File: src/design/mvna_pkg.sv
// Shared types, widths and helpers for the mesh vertex normal accumulator.
// No dependencies; every design file but mvna_ram imports this package.
package mvna_pkg;

    localparam int VERTEX_COUNT = 1024;
    localparam int IDX_W        = $clog2(VERTEX_COUNT);
    localparam int POS_W        = 16;
    localparam int NRM_W        = 16;
    localparam int ENTRY_W      = 3 * POS_W;
    localparam int DIFF_W       = POS_W + 1;
    localparam int ACC_W        = 40;
    localparam int MAG_W        = 24;
    localparam int MUL_W        = MAG_W + 1;
    localparam int PROD_W       = 2 * MUL_W;
    localparam int LEN_W        = 50;
    localparam int RAD_W        = 62;
    localparam int ROOT_W       = RAD_W / 2;
    localparam int NUM_W        = 46;
    localparam int QUO_W        = 17;
    localparam int STEP_W       = 3;

    typedef enum logic [3:0] {
        S_IDLE,
        S_RPOS,
        S_DIFF,
        S_CROSS,
        S_RNRM,
        S_ACC,
        S_NORM,
        S_SQ,
        S_SQST,
        S_SQRT,
        S_DVST,
        S_DIV,
        S_WB
    } t_state;

    typedef enum logic {
        ACT_LOAD = 1'b0,
        ACT_TRI  = 1'b1
    } t_action;

    // Applies the sign to a quotient magnitude and saturates to Q1.15.
    function automatic logic signed [NRM_W-1:0] sat_q15(input logic [QUO_W-1:0] q,
                                                       input logic neg);
        logic signed [NRM_W-1:0] res;
        if (neg) begin
            if (q >= QUO_W'(32768)) begin
                res = 16'sh8000;
            end else begin
                res = 16'sd0 - $signed(q[NRM_W-1:0]);
            end
        end else begin
            if (q > QUO_W'(32767)) begin
                res = 16'sh7fff;
            end else begin
                res = $signed(q[NRM_W-1:0]);
            end
        end
        return res;
    endfunction

endpackage

File: src/design/mvna_divlane.sv
// Restoring divider lane, one quotient bit per cycle.
// Depends on mvna_pkg for the numerator, divisor and quotient widths.
module mvna_divlane (
    input  logic                        i_clk,
    input  logic                        i_rst_n,
    input  logic                        i_start,
    input  logic [mvna_pkg::NUM_W-1:0]  i_num,
    input  logic [mvna_pkg::ROOT_W-1:0] i_den,
    output logic                        o_done,
    output logic [mvna_pkg::QUO_W-1:0]  o_quo
);
    import mvna_pkg::*;

    logic [31:0]       r_rem;
    logic [QUO_W-1:0]  r_low;
    logic [QUO_W-1:0]  r_quo;
    logic [ROOT_W-1:0] r_den;
    logic [4:0]        r_cnt;
    logic              r_run;
    logic              r_done;
    logic [32:0]       t;
    logic              ge;
    logic [32:0]       t_nx;

    always_comb begin
        t    = {r_rem, r_low[QUO_W-1]};
        ge   = t >= {2'b00, r_den};
        t_nx = ge ? (t - {2'b00, r_den}) : t;
    end

    always_ff @(posedge i_clk) begin
        if (!i_rst_n) begin
            r_run  <= 1'b0;
            r_done <= 1'b0;
        end else begin
            r_done <= 1'b0;
            if (i_start) begin
                r_run <= 1'b1;
            end else if (r_run && r_cnt == 5'd0) begin
                r_run  <= 1'b0;
                r_done <= 1'b1;
            end
        end
    end

    // The numerator is below the divisor times 2^QUO_W, so the upper part starts as a
    // valid partial remainder.
    always_ff @(posedge i_clk) begin
        if (i_start) begin
            r_rem <= 32'(i_num[NUM_W-1:QUO_W]);
            r_low <= i_num[QUO_W-1:0];
            r_den <= i_den;
            r_quo <= '0;
            r_cnt <= 5'(QUO_W - 1);
        end else if (r_run) begin
            r_rem <= t_nx[31:0];
            r_low <= {r_low[QUO_W-2:0], 1'b0};
            r_quo <= {r_quo[QUO_W-2:0], ge};
            r_cnt <= r_cnt - 5'd1;
        end
    end

    assign o_done = r_done;
    assign o_quo  = r_quo;

endmodule

File: config.mk
export PLATFORM = sky130hd
export DESIGN_NAME = mvna_divlane
export DESIGN_NICKNAME = d
export VERILOG_FILES = /design/src/design/mvna_pkg.sv /design/src/design/mvna_divlane.sv
export SDC_FILE = /design/constraint.sdc
export NUM_CORES = 1
export LEC_CHECK = 0
export ABC_AREA = 1
export ABC_CLOCK_PERIOD_IN_PS = 2900
export BUFFER_PORTS_ARGS = -buffer_cell sky130_fd_sc_hd__buf_2
export CAP_MARGIN = 0
export CORE_MARGIN = 2
export CORE_UTILIZATION = 58
export CTS_CLUSTER_SIZE = 14
export DETAILED_ROUTE_END_ITERATION = 10
export GPL_ROUTABILITY_DRIVEN = 0
export PLACE_DENSITY = 0.81
export SLEW_MARGIN = 20
export SYNTH_ARGS = -nofsm -noshare
export SYNTH_HDL_FRONTEND = slang
export SYNTH_SLANG_ARGS = --single-unit
File: constraint.sdc
create_clock -name i_clk -period 2.9 [get_ports i_clk]
set_input_delay 0.145 -clock i_clk [delete_from_list [all_inputs] [get_ports i_clk]]
set_output_delay 0.145 -clock i_clk [all_outputs]
set_load 0.1 [all_outputs]
==> metrics.yaml <==
run_status:
  status: "finished clean"
sta:
  finalSetupViolations: 0
  fmax_mhz: 390
  slew_violations: 0
  clock_skew_ns: 0.00931
  slew_headroom: 0.466
  rsz0062_at_grt: "no"
  worst_slew_pin_slew_ns: 0.800
  post-route-period-util: 0.885
  fin_tns_setup_ns: 0
  hold_viol: 0
  min_period_ns: 2.57
route:
  first_pass_iters: 6
  viasPerCell: 5.05
  drt.antenna.violating_nets: 0
  routed-via-count: 6085
  wl_um: 15800
  wire_per_inst_um: 13.1
  drc_errors: 0
  drt_iter0_drc: 372
floorplanning:
  initial_utilization: 0.593
  rows: 39
  dieArea_mm2: 0.0126
  ios: 98
  die_h_um: 112
  core_region_area_mm2: 0.0114
  die_w_um: 112
global_routing:
  grt_first_pass_wirelength_um: 26700
  grt_max_degree: 65
  grtUsageTotal: 0.259
  overflow: 0
  first_global_vias: 5830
  antenna_found_initial: 0
hold_path:
  min_path_cells: 3
  hp-class: "in -> reg"
  min_from: "i_rst_n"
  worstHoldEndpoint: "o_done"
worst_setup_path:
  end_kind: "flop"
  r2r_end: "r_rem[22]"
  crit_type: "reg -> reg"
  reg2reg_from: "r_low[16]"
  cp-start-kind: "flop"
  ff2ff_path_depth: 16
  critPathRequiredTime_ns: 3.01
  arrival_ns: 2.68
  critPathMaxFanout: 4
  regToRegSetupSlack_ns: 0.33
logic_synthesis:
  yosysSeqAreaShare: 0.421
  avgSynthCellArea_um2: 7.27
  synth_commonest_cells: "nand2_1 (375), inv_1 (158), edfxtp_1 (77)"
  synthMuxAreaShare: 0
  ys_async_sr_fraction: 0
  syn-cell-area_mm2: 0.00678
  ys_warn_count: 0
  synth.distinct_cells: 34
  synth_top_family_by_area: "simple AND/OR/NAND/NOR gates"
  yosys.area_share.simple: 0.345
  syn_nets: 1045
  synth-adder-area-share: 0.0620
  synthFlopType: "edfxtp_1"
  ys_top_cells_by_area: "edfxtp_1 (34%), nand2_1 (21%), inv_1 (8.8%), dfxtp_1 (8.0%), ha_1 (5.9%)"
  synth-seq-cells: 104
  syn_inst: 932
  synth_most_common_cell: "nand2_1"
  synth_compound_area_frac: 0.0447
  synthXorXnorAreaFrac: 0.0181
  yosysTopAreaCellShare: 0.341
  synth_largest_area_cell: "edfxtp_1"
  synth-edff-count: 77
pwr:
  p_clk_frac: 0.189
  power_leakage_nw: 4.19
  p_int_w: 0.00364
  combPwrFrac: 0.492
  power.net_switching_w: 0.00267
  p_per_area_mw_per_mm2: 791
  vdd_drop_max_uv: 706
  seqPwrFrac: 0.319
  switching_share: 0.423
layout:
  final_util: 0.698
  area_delta_synth_final_pct: 17.6
  drive_above_1_share: 0.135
  fin_nets: 1169
  antenna_cells: 0
cts:
  cts_tree: "built"
  cts_buffers: 9
  post_cts_buffers: 0
  path_clk_slew_ns: 0.07
  cts_max_path_buffers: 2
  clk-insertion-delay-late_ns: 0.36
  clock-sinks: 104
  cts_root_buffer: "clkbuf_16"
  htreeDepth: 3
placement:
  io_buffers: 97
  dpl.hpwl_um: 11300
run:
  cap_violations: 0
==> final cells by class <==
| type | instances | area, um2 |
|---|---|---|
| Sequential cell | 104 | 2850 |
| Inverter | 162 | 608 |
| Tap cell | 143 | 179 |
| Clock inverter | 6 | 51.3 |
| Multi-Input combinational cell | 643 | 3180 |
| Timing Repair Buffer | 136 | 868 |
| Fill cell | 1030 | 3450 |
| Clock buffer | 10 | 229 |
==> cell families (layout without fill, tap and decap cells) <==
family / after synthesis / after routing
simple gates: 542 / 542
buf+inv: 185 / 314
flops: 104 / 104
compound gates: 54 / 54
fa+ha+maj: 33 / 33
xor+xnor: 14 / 14
==> power by group through the flow <==
stage	Combinational (W)	Clock, W	Sequential (W)
floorplan	0.00240	0	0.00204
global route	0.00351	0.00127	0.00204
global placement	0.00296	0	0.00204
detailed placement	0.00302	0	0.00204
finish	0.00310	0.00119	0.00201
CTS	0.00307	0.00121	0.00201
==> per-stage QoR <==
step	power (W)	setup slack (ns)	instance area, um2	std cells	hold WS, ns
4_1_cts	0.00630	0.373	7970	1204	0.0148
3_5_place_dp	0.00506	0.376	7380	1157	0.323
3_3_place_gp	0.00500	0.424	7380	1157	0.322
5_1_grt	0.00682	0.135	7970	1204	0.0378
6_report	0.00631	0.333	7970	1204	0.0242
2_1_floorplan	0.00444	0.382	6780	932	0.244
==> flip-flops by register name (all words and copies together) (netlist names) <==
register / cells
o_done: 1
r_cnt: 5
r_rem: 32
r_low: 17
r_run: 1
r_den: 31
o_quo: 17
==> repair_timing <==
item | in CTS | in global routing
hold buffers | 31 | 0
gates resized for setup | 0 | 0
endpoints found under the hold margin | 31 | 0
==> critical path: stages (launching register included) <==
cell and delay (ns):
edfxtp_1 0.36, inv_1 0.10, ha_1 0.15, inv_1 0.08, fa_1 0.45, nand3_1 0.12, nand3_1 0.19, nand2_1 0.11
nand2_1 0.10, nand2_1 0.08, nand2_1 0.13, nand2_1 0.13, nand3b_1 0.09, nand2_1 0.08, nand2_1 0.05, nand3_1 0.06
nand2_1 0.06
==> how the worst max path moves through the flow <==
stage          cells after the start         to      start
3_5_place_dp                      16  r_rem[22]  r_low[16]
5_1_grt                           13  r_rem[15]  r_rem[24]
3_3_place_gp                      13  r_rem[22]  r_rem[24]
2_1_floorplan                      4   r_low[0]    i_start
4_1_cts                           16  r_rem[22]  r_low[16]
6_report                          16  r_rem[22]  r_low[16]
==> routing by layer <==
metal  vias up  GRT usage  share of wire
met5         -          0              0
met4         0     0.0488          0.010
met3        13     0.0616          0.072
met2       195      0.438           0.47
met1      2701      0.346           0.45
li1       3176          -              -
==> layout by cell type (no fill, tap or decap), drive strengths merged <==
cell type	count
ha	32
o211ai	1
nand3b	36
xnor2	14
nor2	59
o21ai	9
nand2	379
nand4	4
buf	105
nand3	59
and2	1
fa	1
nor4	1
a31oi	1
inv	164
a21oi	25
dlygate4sd3	31
edfxtp	77
o22ai	16
clkbuf	10
nor3	3
dfxtp	27
clkinv	4
o21bai	2
Note: power is estimated with default switching activity, not from simulation.
