`src/design/mvna_pkg.sv`:
```
// Shared types, widths and helpers for the mesh vertex normal accumulator.
// No dependencies; every design file but mvna_ram imports this package.
package mvna_pkg;

    localparam int VERTEX_COUNT = 1024;
    localparam int IDX_W        = $clog2(VERTEX_COUNT);
    localparam int POS_W        = 16;
    localparam int NRM_W        = 16;
    localparam int ENTRY_W      = 3 * POS_W;
    localparam int DIFF_W       = POS_W + 1;
    localparam int ACC_W        = 40;
    localparam int MAG_W        = 24;
    localparam int MUL_W        = MAG_W + 1;
    localparam int PROD_W       = 2 * MUL_W;
    localparam int LEN_W        = 50;
    localparam int RAD_W        = 62;
    localparam int ROOT_W       = RAD_W / 2;
    localparam int NUM_W        = 46;
    localparam int QUO_W        = 17;
    localparam int STEP_W       = 3;

    typedef enum logic [3:0] {
        S_IDLE,
        S_RPOS,
        S_DIFF,
        S_CROSS,
        S_RNRM,
        S_ACC,
        S_NORM,
        S_SQ,
        S_SQST,
        S_SQRT,
        S_DVST,
        S_DIV,
        S_WB
    } t_state;

    typedef enum logic {
        ACT_LOAD = 1'b0,
        ACT_TRI  = 1'b1
    } t_action;

    // Applies the sign to a quotient magnitude and saturates to Q1.15.
    function automatic logic signed [NRM_W-1:0] sat_q15(input logic [QUO_W-1:0] q,
                                                       input logic neg);
        logic signed [NRM_W-1:0] res;
        if (neg) begin
            if (q >= QUO_W'(32768)) begin
                res = 16'sh8000;
            end else begin
                res = 16'sd0 - $signed(q[NRM_W-1:0]);
            end
        end else begin
            if (q > QUO_W'(32767)) begin
                res = 16'sh7fff;
            end else begin
                res = $signed(q[NRM_W-1:0]);
            end
        end
        return res;
    endfunction

endpackage

```
`src/design/mvna_isqrt.sv`:
```
// Iterative integer square root, one result bit per cycle.
// Depends on mvna_pkg for the radicand and root widths.
module mvna_isqrt (
    input  logic                        i_clk,
    input  logic                        i_rst_n,
    input  logic                        i_start,
    input  logic [mvna_pkg::RAD_W-1:0]  i_rad,
    output logic                        o_done,
    output logic [mvna_pkg::ROOT_W-1:0] o_root
);
    import mvna_pkg::*;

    logic [RAD_W-1:0]  r_n;
    logic [31:0]       r_rem;
    logic [ROOT_W-1:0] r_root;
    logic [4:0]        r_cnt;
    logic              r_run;
    logic              r_done;
    logic [33:0]       rem_sh;
    logic [33:0]       trial;
    logic              ge;
    logic [33:0]       rem_nx;

    always_comb begin
        rem_sh = {r_rem, r_n[RAD_W-1 -: 2]};
        trial  = {1'b0, r_root, 2'b01};
        ge     = rem_sh >= trial;
        rem_nx = ge ? (rem_sh - trial) : rem_sh;
    end

    always_ff @(posedge i_clk) begin
        if (!i_rst_n) begin
            r_run  <= 1'b0;
            r_done <= 1'b0;
        end else begin
            r_done <= 1'b0;
            if (i_start) begin
                r_run <= 1'b1;
            end else if (r_run && r_cnt == 5'd0) begin
                r_run  <= 1'b0;
                r_done <= 1'b1;
            end
        end
    end

    always_ff @(posedge i_clk) begin
        if (i_start) begin
            r_n    <= i_rad;
            r_rem  <= '0;
            r_root <= '0;
            r_cnt  <= 5'(ROOT_W - 1);
        end else if (r_run) begin
            r_n    <= {r_n[RAD_W-3:0], 2'b00};
            r_rem  <= rem_nx[31:0];
            r_root <= {r_root[ROOT_W-2:0], ge};
            r_cnt  <= r_cnt - 5'd1;
        end
    end

    assign o_done = r_done;
    assign o_root = r_root;

endmodule

```
`config.mk`:
```
export PLATFORM = sky130hd
export DESIGN_NAME = mvna_isqrt
export DESIGN_NICKNAME = d
export VERILOG_FILES = /design/src/design/mvna_pkg.sv /design/src/design/mvna_isqrt.sv
export SDC_FILE = /design/constraint.sdc
export NUM_CORES = 1
export LEC_CHECK = 0
export ABC_AREA = 1
export BUFFER_PORTS_ARGS = -buffer_cell sky130_fd_sc_hd__buf_2
export CAP_MARGIN = 20
export CORE_MARGIN = 4
export CORE_UTILIZATION = 40
export CTS_BUF_LIST = sky130_fd_sc_hd__clkbuf_4 sky130_fd_sc_hd__clkbuf_8
export DETAILED_ROUTE_END_ITERATION = 8
export GPL_TIMING_DRIVEN = 0
export PLACE_DENSITY = 0.59
export SLEW_MARGIN = 10
export SYNTH_ARGS = -nofsm -noshare
export SYNTH_HDL_FRONTEND = slang
export SYNTH_SLANG_ARGS = --single-unit
```
`constraint.sdc`:
```
create_clock -name i_clk -period 4.07 [get_ports i_clk]
set_clock_uncertainty 0.1 [all_clocks]
set_input_delay 0.407 -clock i_clk [delete_from_list [all_inputs] [get_ports i_clk]]
set_output_delay 0.407 -clock i_clk [all_outputs]
set_load 0.03 [all_outputs]
```
==> results_tabular.tex <==
\begin{tabular}{lr}
\hline
Metric & Value \\
\hline
\multicolumn{2}{l}{\textbf{Floorplan}} \\
Placeable core region & 19,400 µm² \\
Die H & 148.2 µm \\
Number of placement rows & 51 \\
I/O Pins & 97 \\
Effective utilization at floorplan & 0.4051 \\
Die footprint & 21,950 µm² \\
Die width & 148.2 µm \\
\multicolumn{2}{l}{\textbf{Min path}} \\
Hold path startpoint & i\_rst\_n \\
Worst Hold Path EP & r\_run \\
Hold Path Class & in -> reg \\
Hold depth & 3 \\
\multicolumn{2}{l}{\textbf{Clocking}} \\
Post-CTS Setup Repair Bufs & 0 \\
Root buf cell & clkbuf\_8 \\
Worst-Skew Late Latency & 470 ps \\
Maximum level of the CTS H-tree & 4 \\
Number of gates given a new drive strength after cts & 0 \\
Max Root-Sink Buffers & 2 \\
Clock transition at the registers of the reported paths & 90 ps \\
CTS tree & built \\
Hold buffers post-CTS & 0 \\
TritonCTS sink count & 132 \\
Number of clock buffers inserted by TritonCTS & 17 \\
\multicolumn{2}{l}{\textbf{Yosys}} \\
Warnings from Yosys & 0 \\
Flops \& latches, synth & 132 \\
Number of enable flip-flop cells after synthesis & 62 \\
Async SR Flop Fraction & 0 \\
Synth top area share & 0.2455 \\
Number of nets produced by synthesis & 1,223 \\
Netlist area before placement & 7859 µm² \\
Gate count after technology mapping & 1,124 \\
Post-Syn Area per Cell & 6.992 µm² \\
Top\_reg\_cell synth & dfxtp\_1 \\
Sequential element share of the synthesized area & 0.4152 \\
Area contributors post-synth & nand2\_1 25\%, edfxtp\_1 24\%, dfxtp\_1 18\% \\
Unique cell type count in the Yosys netlist & 38 \\
Most area-hungry cell type in the Yosys netlist & nand2\_1 \\
\multicolumn{2}{l}{\textbf{Finish}} \\
Most common cell after layout, fill and taps aside & nand2\_1 \\
Seq. cell area & 3263 µm² \\
Multi-input gate area in the final layout & 3870 µm² \\
Relative area change from synthesis to final layout & 15.67\% \\
Most frequent cells in the layout & 514 x nand2\_1, 146 x inv\_1, 103 x buf\_2, 70 x dfxtp\_1, 65 x nand3\_1 \\
Ant diodes & 0 \\
Post-layout net count & 1,339 \\
Layout cell share with drive strength beyond 1 & 0.1405 \\
Fillers & 2,083 \\
\multicolumn{2}{l}{\textbf{Global route}} \\
Via count of the first global-routing pass & 6,894 \\
Global-route wire length before repair & 34,310 µm \\
Largest net degree at the start of global routing & 39 \\
All-layer global routing usage & 0.1961 \\
GR Overflow Total & 0 \\
Antenna violations before repair & 0 \\
\multicolumn{2}{l}{\textbf{STA}} \\
Total Negative Setup Slacks & 0 ps \\
Final-report setup violation count & 0 \\
Unrepaired setup endpoints after global routing & false \\
Final count of pins violating max slew & 0 \\
Final worst path period need & 2498 ps \\
Post-Route Hold Slack & 79.26 ps \\
Fraction of the cycle the final worst path needs & 0.6137 \\
Pin slew with the least headroom to its limit & 956.8 ps \\
Final number of hold-violating endpoints & 0 \\
Max Clk Rate & 400.3 MHz \\
Slew headroom & 0.3598 \\
\multicolumn{2}{l}{\textbf{Critical path}} \\
Cell count of the worst reg-to-reg path & 13 \\
Worst reg2reg setup slack & 1570 ps \\
Startpoint of the lowest-slack register-to-register path & o\_root[10] \\
Setup Crit Path Kind & reg -> reg \\
Arrival @ worst endpoint & 2750 ps \\
Worst endpoint required time & 4320 ps \\
Peak per-stage delay on the critical path & 370 ps \\
Crit start category & flop \\
Crit Path Max Fanout & 10 \\
Critical R2R Capture & r\_rem[19] \\
Chain of cells forming the critical path & inv\_1, ha\_1, nand2\_1, inv\_1, a21oi\_1, o21bai\_2, inv\_2, nand2\_2, nand2\_4, buf\_2, nand3\_1, nand3\_1, o21ai\_1 \\
Library cell contributing the largest single delay on the critical path & ha\_1 \\
Crit end category & flop \\
\multicolumn{2}{l}{\textbf{Status}} \\
Result of the run & complete, no violations \\
\multicolumn{2}{l}{\textbf{Power}} \\
Lkg Pwr & 0.004785 µW \\
Largest vdd supply drop & 0.4004 mV \\
Pwr/cell area & 728.3 nW/µm² \\
\multicolumn{2}{l}{\textbf{Routing}} \\
Total detailed-routing wirelength & 20,940 µm \\
Vias per cell & 4.716 \\
Routed via count & 7,159 \\
First-iteration detailed-routing DRC count & 338 \\
Total iterations of the first detailed-routing run & 7 \\
DRC errors left & 0 \\
Detail Route Antenna Nets & 0 \\
Average wire per standard cell & 13.79 µm \\
\multicolumn{2}{l}{\textbf{Placed design}} \\
I/O Buffers & 96 \\
Placer's final routability congestion estimate & 0.9364 \\
Final HPWL DP & 16,240 µm \\
\multicolumn{2}{l}{\textbf{Job}} \\
Total of max-cap violations & 0 \\
\hline
\end{tabular}
==> cell families (layout without fill, tap and decap cells) <==
logic type	count (synthesis)	count (layout)	synth area share
compound gates	73	73	0.05413
xor+xnor	14	14	0.01560
fa+ha+maj	34	34	0.05413
buf+inv	183	312	0.09234
flops	132	132	0.4152
simple gates	688	688	0.3686
==> state kept, by name (all words and copies together), names as in the netlist <==
| register | count |
|---|---|
| o_done | 1 |
| o_root | 31 |
| r_cnt | 5 |
| r_n | 62 |
| r_rem | 32 |
| r_run | 1 |
==> power by group <==
group,internal [µW],switching (µW)
registers,1550,79.8
logic,1290,2570
clock network,510,625
==> cell usage after synthesis (3+ instances only) <==
cell type	n
nand2_1	514
inv_1	146
dfxtp_1	70
nand3_1	65
edfxtp_1	62
nor2_1	50
ha_1	34
o22ai_1	30
clkbuf_1	22
a21oi_1	21
nand2_2	18
xor2_1	14
o21ai_0	12
nand3b_1	9
nand4_1	8
buf_2	6
nor3_1	6
inv_2	4
nor2_2	4
nor4_1	3
o21bai_1	3
==> metrics by stage <==
stage / area, µm² / util / power [µW] / setup WS [ps] / cells
after global routing: 9090 / 0.4686 / 7262 / 1299 / 1518
after global placement: 8671 / 0.4470 / 5479 / -151.7 / 1485
after CTS: 9090 / 0.4686 / 6656 / 1566 / 1518
after detailed placement: 8692 / 0.4481 / 5493 / 1574 / 1486
after floorplan: 7859 / - / 4551 / 1037 / 1124
final: 9090 / 0.4686 / 6620 / 1572 / 1518
==> layout make-up <==
type	count	area share
timing repair buffer	97	0.05506
clock inverter	15	0.01803
buffer	32	0.01762
multi-input combinational	809	0.4257
sequential	132	0.3590
inverter	151	0.06235
tap	265	0.03648
clock buffer	17	0.02574
==> critical path, delay by kind of cell (launching register included) <==
family          cells  cell delay, ps
compound gates      3             470
fa+ha+maj           1             370
buf+inv             4             490
flops               1             330
simple gates        5             620
==> metal layers <==
layer  share of wire  GRT usage
met1            0.47     0.2568
met2            0.46     0.3204
met3           0.052    0.04845
met4           0.021    0.06282
met5               0          0
==> worst max path at each step <==
stage | from | end | slack [ps] | depth (start not counted)
finish | o_root[10] | r_rem[19] | 1570 | 13
global route | o_root[7] | r_rem[13] | 1300 | 16
CTS | o_root[11] | r_rem[19] | 1570 | 13
detailed placement | i_start | r_n[60] | 1570 | 5
global placement | i_start | r_n[60] | -150 | 4
floorplan | i_start | r_n[0] | 1040 | 3
No activity file was read; power rests on OpenSTA's default activity.
